## src/design/opsd_pkg.sv

```systemverilog
`timescale 1ns / 1ps
`default_nettype none

package opsd_pkg;

    localparam int unsigned HeaderLen   = 27;
    localparam int unsigned TypeOffset  = 5;
    localparam int unsigned CountOffset = 26;

    localparam logic [7:0] START_MASK = 8'h02;
    localparam logic [7:0] END_MASK   = 8'h04;

    localparam logic [1:0] PH_HEADER = 2'd0;
    localparam logic [1:0] PH_TABLE  = 2'd1;
    localparam logic [1:0] PH_BODY   = 2'd2;
    localparam logic [1:0] PH_DROP   = 2'd3;

    localparam logic [2:0] ST_OK        = 3'd0;
    localparam logic [2:0] ST_COMPLETE  = 3'd1;
    localparam logic [2:0] ST_TRUNC     = 3'd2;
    localparam logic [2:0] ST_NOT_START = 3'd3;
    localparam logic [2:0] ST_MID_START = 3'd4;

    typedef struct packed {
        logic [7:0] data_byte;
        logic       end_of_data;
    } t_in_word;

    typedef struct packed {
        logic [2:0]  status;
        logic [7:0]  page_flags;
        logic [15:0] page_length;
        logic [31:0] stream_length;
    } t_out_word;

endpackage

`default_nettype wire

```

## src/design/ogg_page_stream_deframer.sv

```systemverilog
// channel  | direction | handshake        | word
// ---------+-----------+------------------+-------------------------------------------
// input    | in        | i_valid/o_stall  | data_byte, end_of_data
// result   | out       | o_valid/i_stall  | status, page_flags, page_length, stream_length
//
// one byte per cycle while o_stall is low; page walk counters update in the accept cycle
// the result of a byte that ends or breaks a page is registered, via skid if o_data is held
// reset (synchronous, active low) starts a new stream and empties the result side
// o_stall comes straight from a skid register, set only when both result slots are full
// bytes that give no result keep flowing while a result waits to be taken
`timescale 1ns / 1ps
`default_nettype none

module ogg_page_stream_deframer
    import opsd_pkg::*;
(
    input  wire logic      i_clk,
    input  wire logic      i_rst_n,
    input  wire logic      i_valid,
    output logic           o_stall,
    input  wire t_in_word  i_data,
    output logic           o_valid,
    input  wire logic      i_stall,
    output t_out_word      o_data
);

    logic [1:0]  r_phase,      n_phase;
    logic [4:0]  r_hdr_cnt,    n_hdr_cnt;
    logic [7:0]  r_flags,      n_flags;
    logic [7:0]  r_seg_total,  n_seg_total;
    logic [7:0]  r_seg_seen,   n_seg_seen;
    logic [15:0] r_body_rem,   n_body_rem;
    logic [15:0] r_page_bytes, n_page_bytes;
    logic [31:0] r_strm_bytes, n_strm_bytes;
    logic        r_first,      n_first;

    logic        r_out_valid;
    t_out_word   r_out;
    logic        r_skid_valid;
    t_out_word   r_skid;

    logic        accept;
    logic        out_take;
    logic        res_valid;
    t_out_word   res;

    assign accept   = i_valid && !r_skid_valid;
    assign out_take = r_out_valid && !i_stall;
    assign o_stall  = r_skid_valid;
    assign o_valid  = r_out_valid;
    assign o_data   = r_out;

    always_comb begin
        logic       page_done;
        logic       eod;
        logic [7:0] b;
        logic [2:0] st;
        logic       fresh;
        logic       to_drop;

        n_phase      = r_phase;
        n_hdr_cnt    = r_hdr_cnt;
        n_flags      = r_flags;
        n_seg_total  = r_seg_total;
        n_seg_seen   = r_seg_seen;
        n_body_rem   = r_body_rem;
        n_page_bytes = r_page_bytes;
        n_strm_bytes = r_strm_bytes;
        n_first      = r_first;
        res_valid    = 1'b0;
        res          = '0;
        page_done    = 1'b0;
        st           = ST_OK;
        fresh        = 1'b0;
        to_drop      = 1'b0;
        eod          = i_data.end_of_data;
        b            = i_data.data_byte;

        if (r_phase == PH_DROP) begin
            fresh = eod;
        end else begin
            if (r_strm_bytes != 32'hFFFF_FFFF) begin
                n_strm_bytes = r_strm_bytes + 32'd1;
            end
            n_page_bytes = r_page_bytes + 16'd1;

            unique case (r_phase)
                PH_HEADER: begin
                    if (r_hdr_cnt == 5'(TypeOffset)) begin
                        n_flags = b;
                    end
                    if (r_hdr_cnt >= 5'(CountOffset)) begin
                        n_seg_total = b;
                        n_seg_seen  = '0;
                        n_body_rem  = '0;
                        n_hdr_cnt   = '0;
                        if (b == 8'd0) begin
                            page_done = 1'b1;
                        end else begin
                            n_phase = PH_TABLE;
                        end
                    end else begin
                        n_hdr_cnt = r_hdr_cnt + 5'd1;
                    end
                end
                PH_TABLE: begin
                    n_body_rem = r_body_rem + {8'd0, b};
                    n_seg_seen = r_seg_seen + 8'd1;
                    if (n_seg_seen >= r_seg_total) begin
                        if (n_body_rem == 16'd0) begin
                            page_done = 1'b1;
                        end else begin
                            n_phase = PH_BODY;
                        end
                    end
                end
                default: begin
                    if (r_body_rem != 16'd0) begin
                        n_body_rem = r_body_rem - 16'd1;
                    end
                    if (n_body_rem == 16'd0) begin
                        page_done = 1'b1;
                    end
                end
            endcase

            if (!page_done) begin
                if (eod) begin
                    res_valid = 1'b1;
                    st        = ST_TRUNC;
                    fresh     = 1'b1;
                end
            end else begin
                res_valid = 1'b1;
                if (r_first) begin
                    st = ((n_flags & START_MASK) == 8'd0) ? ST_NOT_START : ST_OK;
                end else if ((n_flags & START_MASK) != 8'd0) begin
                    st = ST_MID_START;
                end else if ((n_flags & END_MASK) != 8'd0) begin
                    st = ST_COMPLETE;
                end else begin
                    st = ST_OK;
                end
                if (st == ST_OK && eod) begin
                    st = ST_TRUNC;
                end
                if (st == ST_OK) begin
                    n_first = 1'b0;
                end else if (st == ST_NOT_START || st == ST_MID_START) begin
                    fresh   = eod;
                    to_drop = !eod;
                end else begin
                    fresh = 1'b1;
                end
            end

            res.status        = st;
            res.page_flags    = n_flags;
            res.page_length   = n_page_bytes;
            res.stream_length = n_strm_bytes;

            if (page_done && !fresh) begin
                n_phase      = to_drop ? PH_DROP : PH_HEADER;
                n_hdr_cnt    = '0;
                n_flags      = '0;
                n_seg_total  = '0;
                n_seg_seen   = '0;
                n_body_rem   = '0;
                n_page_bytes = '0;
            end
        end

        if (fresh) begin
            n_phase      = PH_HEADER;
            n_hdr_cnt    = '0;
            n_flags      = '0;
            n_seg_total  = '0;
            n_seg_seen   = '0;
            n_body_rem   = '0;
            n_page_bytes = '0;
            n_strm_bytes = '0;
            n_first      = 1'b1;
        end
    end

    // page walk state
    always_ff @(posedge i_clk) begin
        if (!i_rst_n) begin
            r_phase      <= PH_HEADER;
            r_hdr_cnt    <= '0;
            r_flags      <= '0;
            r_seg_total  <= '0;
            r_seg_seen   <= '0;
            r_body_rem   <= '0;
            r_page_bytes <= '0;
            r_strm_bytes <= '0;
            r_first      <= 1'b1;
        end else if (accept) begin
            r_phase      <= n_phase;
            r_hdr_cnt    <= n_hdr_cnt;
            r_flags      <= n_flags;
            r_seg_total  <= n_seg_total;
            r_seg_seen   <= n_seg_seen;
            r_body_rem   <= n_body_rem;
            r_page_bytes <= n_page_bytes;
            r_strm_bytes <= n_strm_bytes;
            r_first      <= n_first;
        end
    end

    // result register with skid stage
    always_ff @(posedge i_clk) begin
        if (!i_rst_n) begin
            r_out_valid  <= 1'b0;
            r_skid_valid <= 1'b0;
        end else if (!r_out_valid || out_take) begin
            if (r_skid_valid) begin
                r_out_valid  <= 1'b1;
                r_skid_valid <= 1'b0;
            end else begin
                r_out_valid <= accept && res_valid;
            end
        end else if (accept && res_valid) begin
            r_skid_valid <= 1'b1;
        end
    end

    always_ff @(posedge i_clk) begin
        if (!r_out_valid || out_take) begin
            if (r_skid_valid) begin
                r_out <= r_skid;
            end else if (accept && res_valid) begin
                r_out <= res;
            end
        end else if (accept && res_valid) begin
            r_skid <= res;
        end
    end

`ifndef SYNTHESIS
    a_skid_behind_out: assert property (@(posedge i_clk) disable iff (!i_rst_n)
        r_skid_valid |-> r_out_valid)
        else $error("skid word held with empty output register");

    a_table_has_segments: assert property (@(posedge i_clk) disable iff (!i_rst_n)
        r_phase == PH_TABLE |-> r_seg_total != 8'd0)
        else $error("segment table phase with zero segment count");

    a_body_not_empty: assert property (@(posedge i_clk) disable iff (!i_rst_n)
        r_phase == PH_BODY |-> r_body_rem != 16'd0)
        else $error("body phase with nothing left to take");

    a_drop_cleared: assert property (@(posedge i_clk) disable iff (!i_rst_n)
        r_phase == PH_DROP |-> (r_page_bytes == 16'd0 && r_hdr_cnt == 5'd0))
        else $error("drop phase with page counters not cleared");

    a_header_bound: assert property (@(posedge i_clk) disable iff (!i_rst_n)
        r_hdr_cnt <= 5'(CountOffset))
        else $error("header counter ran past the segment count offset");

    a_header_len: assert property (@(posedge i_clk) disable iff (!i_rst_n)
        r_phase == PH_TABLE |-> r_page_bytes >= 16'(HeaderLen))
        else $error("segment table reached before a full header");
`endif

endmodule

`default_nettype wire

```

## config.mk

```make
export PLATFORM = sky130hd
export DESIGN_NAME = ogg_page_stream_deframer
export DESIGN_NICKNAME = d
export VERILOG_FILES = /design/src/design/opsd_pkg.sv /design/src/design/ogg_page_stream_deframer.sv
export SDC_FILE = /design/constraint.sdc
export NUM_CORES = 1
export LEC_CHECK = 0
export BUFFER_PORTS_ARGS = -buffer_cell sky130_fd_sc_hd__buf_2
export CORE_ASPECT_RATIO = 0.75
export CORE_MARGIN = 2
export CORE_UTILIZATION = 40
export CTS_CLUSTER_SIZE = 25
export DETAILED_ROUTE_END_ITERATION = 7
export GPL_TIMING_DRIVEN = 0
export MAX_ROUTING_LAYER = met4
export PLACE_DENSITY = 0.61
export SETUP_SLACK_MARGIN = 0.4
export SLEW_MARGIN = 0
export SYNTH_ARGS = -nofsm -noshare
export SYNTH_HDL_FRONTEND = slang
export SYNTH_SLANG_ARGS = --single-unit
export TNS_END_PERCENT = 50
```

## constraint.sdc

```tcl
create_clock -name i_clk -period 10.7 [get_ports i_clk]
set_input_delay 2.14 -clock i_clk [delete_from_list [all_inputs] [get_ports i_clk]]
set_output_delay 2.14 -clock i_clk [all_outputs]
set_load 0.1 [all_outputs]
```

=== Word-level counts from Yosys, hierarchy flattened ===
Index checks and enable logic that the tools add are counted.

* Add/subtract/negate cells: 6
* $lt $le $gt $ge: 2
* Equality and inequality tests: 11
* Mux-type cells: 82
* Bitwise logic cells: 2
* Reductions and logical operators: 37

{| class="wikitable"
|+ Operators by type and width
! operator !! number
|-
| 59-bit 2-to-1 mux || 3
|-
| 16-bit 2-to-1 mux || 10
|-
| 8-bit 2-to-1 mux || 15
|-
| 32-bit 2-to-1 mux || 3
|-
| 32-bit by 1-bit adder with 32-bit output, second input constant || 1
|-
| 16-bit zero test || 2
|-
| 32-bit inequality test, second input constant || 1
|-
| 16-bit case mux with 2 select lines || 1
|-
| 5-bit 2-to-1 mux || 5
|-
| 1-bit 2-to-1 mux || 24
|-
| 3-bit 2-to-1 mux || 8
|-
| 2-bit 2-to-1 mux || 10
|-
| 16-bit by 1-bit adder with 16-bit output, second input constant || 1
|-
| 16-bit by 8-bit adder with 16-bit output || 1
|-
| 8-bit zero test || 2
|-
| 4-bit inequality test, second input constant || 4
|-
| 8-bit case mux with 2 select lines || 1
|-
| 16-bit nonzero test || 1
|-
| 16-bit by 1-bit subtractor with 16-bit output, second input constant || 1
|-
| 4-bit AND reduction || 3
|-
| 8-bit by 1-bit adder with 8-bit output, second input constant || 1
|-
| 8-bit >= comparator || 1
|-
| 7-bit AND reduction || 1
|-
| 3-bit zero test || 2
|-
| 21 further kinds || 38
|}

* Bits in registers: 216
* Input port bits: 13
* Logic and storage cells: 159

=== Depth between registers and ports, before layout ===
* Word-level depth: 26
* Mapped depth: 14

=== Worst setup path after synthesis ===
No wires, ideal clock.

* Path kind: input to register
* From: input port i_data[4] (netlist name)
* To: register r_out, in the netlist o_data[0] (enable)
* Library setup time: 0.565 ns
* Data arrival time: 8.897 ns
* Data required time: 10.135 ns
* Setup slack: 1.238 ns
* Stages on the path: 10
* Cells stage by stage: ha_1 and2_1 a221o_1 or3_1 a22oi_1 nand4_1 nor4b_2 o21ai_1 o21ai_0 a21boi_0

* Longest elaborated chain between the ends: 11
* Elaborated cells between the ends (all ways): 14

{| class="wikitable"
|+ RTL lines
! item !! line !! source
|-
| from (decl) || ogg_page_stream_deframer.sv:21 || <nowiki>input wire t_in_word i_data,</nowiki>
|-
| 16-bit by 8-bit adder with 16-bit output || ogg_page_stream_deframer.sv:107 || <nowiki>n_body_rem = r_body_rem + {8'd0, b};</nowiki>
|-
| 16-bit zero test || ogg_page_stream_deframer.sv:110 || <nowiki>if (n_body_rem == 16'd0) begin</nowiki>
|-
| 1-bit 2-to-1 mux || ogg_page_stream_deframer.sv:110 ||
|-
| 1-bit 2-to-1 mux || ogg_page_stream_deframer.sv:109 || <nowiki>if (n_seg_seen >= r_seg_total) begin</nowiki>
|-
| 1-bit case mux with 2 select lines * || ogg_page_stream_deframer.sv:87 || <nowiki>unique case (r_phase)</nowiki>
|-
| 1-bit 2-to-1 mux * || ogg_page_stream_deframer.sv:79 || <nowiki>if (r_phase == PH_DROP) begin</nowiki>
|-
| 1-bit 2-to-1 mux * || ogg_page_stream_deframer.sv:127 || <nowiki>if (!page_done) begin</nowiki>
|-
| 1-bit 2-to-1 mux * || ogg_page_stream_deframer.sv:79 ||
|-
| 1-bit logical AND * || ogg_page_stream_deframer.sv:232 || <nowiki>end else if (accept && res_valid) begin</nowiki>
|-
| 2-bit nonzero test (no source line) * || - ||
|-
| 2-bit AND reduction (no source line) * || - ||
|-
| to (signal assigned) || ogg_page_stream_deframer.sv:231 || <nowiki>r_out <= r_skid;</nowiki>
|-
| to (signal assigned) || ogg_page_stream_deframer.sv:233 || <nowiki>r_out <= res;</nowiki>
|-
| to (decl) || ogg_page_stream_deframer.sv:38 || <nowiki>t_out_word r_out;</nowiki>
|}

Every way passes the cells marked *; elsewhere a longest branch is shown, timed or not. The select of a mux whose other input is x is not followed.
A chain may end at the register's enable or synchronous reset.

=== Final worst setup path ===
* From: input port i_data[1] (netlist name)
* To: register r_out, in the netlist o_data[47] (enable)

The elaborated chain is that of the path after synthesis.

==> impl_metrics.yaml <==
status:
  status: "finished clean"
place:
  hpwlAfterDp_um: 23600
  place_congestion: 0.935
  place.port_buffers: 73
routing:
  drt-initial-drc-count: 1061
  drc: 0
  drt_first_pass_iters: 5
  drt_wl_total_um: 33300
  via_per_inst: 5.76
  antenna_left: 0
  dr_total_vias: 10100
  wl_per_cell_um: 19.0
logic_synthesis:
  synth.cell_area_sq_um: 11700
  syn_nets: 1273
  synth_seq_cells: 216
  ys_types: 89
  syn_avg_cell_area_sq_um: 9.49
  yosysWarnings: 0
  synth_edf_count: 118
  synthCells: 1236
  seq_area_frac_synth_pct: 46.9
  synthFlopType: "edfxtp_1"
  async_flop_share_pct: 0
grt:
  grt-busiest-layer: "met1"
  grt_usage_pct: 22.0
  grtUsageMet3_pct: 3.76
  grtUsageMet1_pct: 32.8
  grt_max_degree: 32
  grt_first_pass_wirelength_um: 52800
  grt_pass1_vias: 9259
  gr-total-overflow: 0
  met2_usage_pct: 30.9
  antenna_found_initial: 0
clock_tree:
  ctsResizeCount: 0
  htreeDepth: 1
  clock_sinks: 216
  numCtsBuffers: 23
  cts_tree: "done"
  cts_hold_buf: 0
  cts_root_buf: "clkbuf_16"
  insertion_delay_ns: 0.53
  cts_setup_buffers: 0
  clk_pin_slew_ns: 0.06
  cts_max_path_buffers: 3
setup_path:
  critPathRequiredTime_ns: 10.92
  cp_max_fo: 31
  arrival_ns: 6.84
  r2r_slack_ns: 5.14
  cp-end-kind: "flop"
  critPathKind: "input port to flop"
  worstSetupStartpointType: "input port"
sta:
  period_needed_ns: 6.62
  tightestPinTransition_ns: 1.06
  max-slew-margin-rel_pct: 28.8
  rsz0062_at_grt: "no"
  final_max_slew_viol_count: 0
  fmax_mhz: 151
  finalHoldViolCount: 0
  setup_viol: 0
  fin_crit_sh_pct: 61.9
  fin_skew_ns: 0.0126
  whs_ns: 0.472
floorplan:
  die_y_um: 152
  io_pins: 74
  initial_core_util_pct: 40.5
  rows: 54
  coreArea_sq_um: 29000
  die_w_um: 202
  die-area_sq_um: 30700
cells_and_area:
  area_growth_pct: 14.7
  drive_gt1_share_pct: 12.8
  final_nets: 1376
  final_util_pct: 46.4
min_path:
  hold_class: "flop to flop"
flow_run:
  drv_cap: 0
power_and_ir_drop:
  power_density_nw_per_um2: 146
  vdd_drop_max_uv: 99.3
  p_leak_uw: 0.00497
## registers in the layout, summed over array words and instances, names as in the netlist, 5 cells and up
name / count
o_data: 59
r_body_rem: 16
r_flags: 8
r_hdr_cnt: 5
r_page_bytes: 16
r_seg_seen: 8
r_seg_total: 8
r_skid: 59
r_strm_bytes: 32
## worst paths after layout
kind / from / to / cells after the start
worst min-delay path: r_flags[6] / r_flags[6] / 1
worst max-delay path: i_data[1] / o_data[47] / 15
worst min register to register: r_flags[6] / r_flags[6] / 1
worst max register to register: r_body_rem[1] / o_data[47] / 14
## Yosys cell counts, drive strengths merged, types with 14 or more instances
cell / number / area, sq um
nand2: 145 / 544
edfxtp: 118 / 3540
nor2: 113 / 427
dfxtp: 98 / 1960
clkbuf: 70 / 263
o21ai: 68 / 348
nand3: 65 / 325
o31ai: 57 / 442
xnor2: 35 / 307
and3: 34 / 215
a21oi: 33 / 188
xor2: 28 / 245
inv: 26 / 97.6
or4: 26 / 214
a31oi: 24 / 150
ha: 23 / 288
nor3: 19 / 100
nor4: 19 / 161
a21o: 17 / 130
a22o: 17 / 149
buf: 17 / 105
nand4: 14 / 87.6
## power by group
group	switching (uW)	total (uW)	internal [uW]
registers	7.98	897	889
clock network	338	799	460
logic	206	266	59.7
## cell usage in the layout (no fill, tap or decap), drive strengths merged, types with 7 or more instances in the layout
master  count
a21oi      33
nand2     145
xor2       28
a32o        7
nand2b     10
or3         9
nor2      113
nand4      14
nand3      65
edfxtp    118
xnor2      35
and2        7
o21ai      68
o31ai      57
a21o       17
a22o       17
buf        94
clkbuf    108
a31oi      24
mux2        9
nand3b     11
a211oi      7
nor3       19
mux2i      10
a22oi       7
nor4       19
or4        26
dfxtp      98
nor2b       7
inv        27
ha         23
and3       34
## critical path, cell delays in order
cell       delay (ns)
buf_2            0.16
ha_1             0.18
inv_1            0.05
fa_1             0.40
nand2b_1         0.18
a21boi_1         0.16
o21ai_0          0.12
a2111oi_0        0.60
nand4_1          0.38
nor4b_2          0.66
o21ai_1          0.31
o21ai_0          0.37
a21boi_4         0.65
buf_16           0.23
buf_12           0.20
## through the flow
stage | cell area (sq um) | setup TNS, ns | setup slack, ns | instances | total power, uW
final | 13500 | 0 | 4.08 | 1749 | 1960
after floorplan | 11700 | 0 | 1.24 | 1236 | 1110
after global routing | 13500 | 0 | 3.76 | 1748 | 2030
after CTS | 13500 | 0 | 4.22 | 1747 | 1970
after global placement | 12600 | -128.98 | -2.20 | 1701 | 1180
after detailed placement | 12700 | 0 | 3.68 | 1705 | 1180
## final cells by class
type	count	area [sq um]
Antenna cell	1	2.50
Timing Repair Buffer	78	473
Fill cell	2758	15500
Sequential cell	216	5510
Inverter	27	101
Multi-Input combinational cell	906	5770
Clock buffer	37	678
Clock inverter	5	65.1
Buffer	87	368
Tap cell	392	490
## kinds of logic (layout without fill, tap and decap cells)
family | after synthesis | count (layout) | share of synthesized area (%)
muxes | 19 | 19 | 1.72
DFF | 216 | 216 | 46.9
adders and majority gates | 24 | 24 | 2.62
buffers and inverters | 114 | 234 | 4.00
AOI/OAI and AO/OA | 296 | 296 | 18.1
and+or+nand+nor | 504 | 504 | 22.0
xor gates and xnor gates | 63 | 63 | 4.70
other | 0 | 1 | 0
## per-layer routing
metal	vias to the layer above	part of all wire (%)
met5	-	0
met4	0	2.1
met3	47	7.4
met2	334	42
met1	4847	49
li1	4838	-
Note: power is estimated with default switching activity, not from simulation.
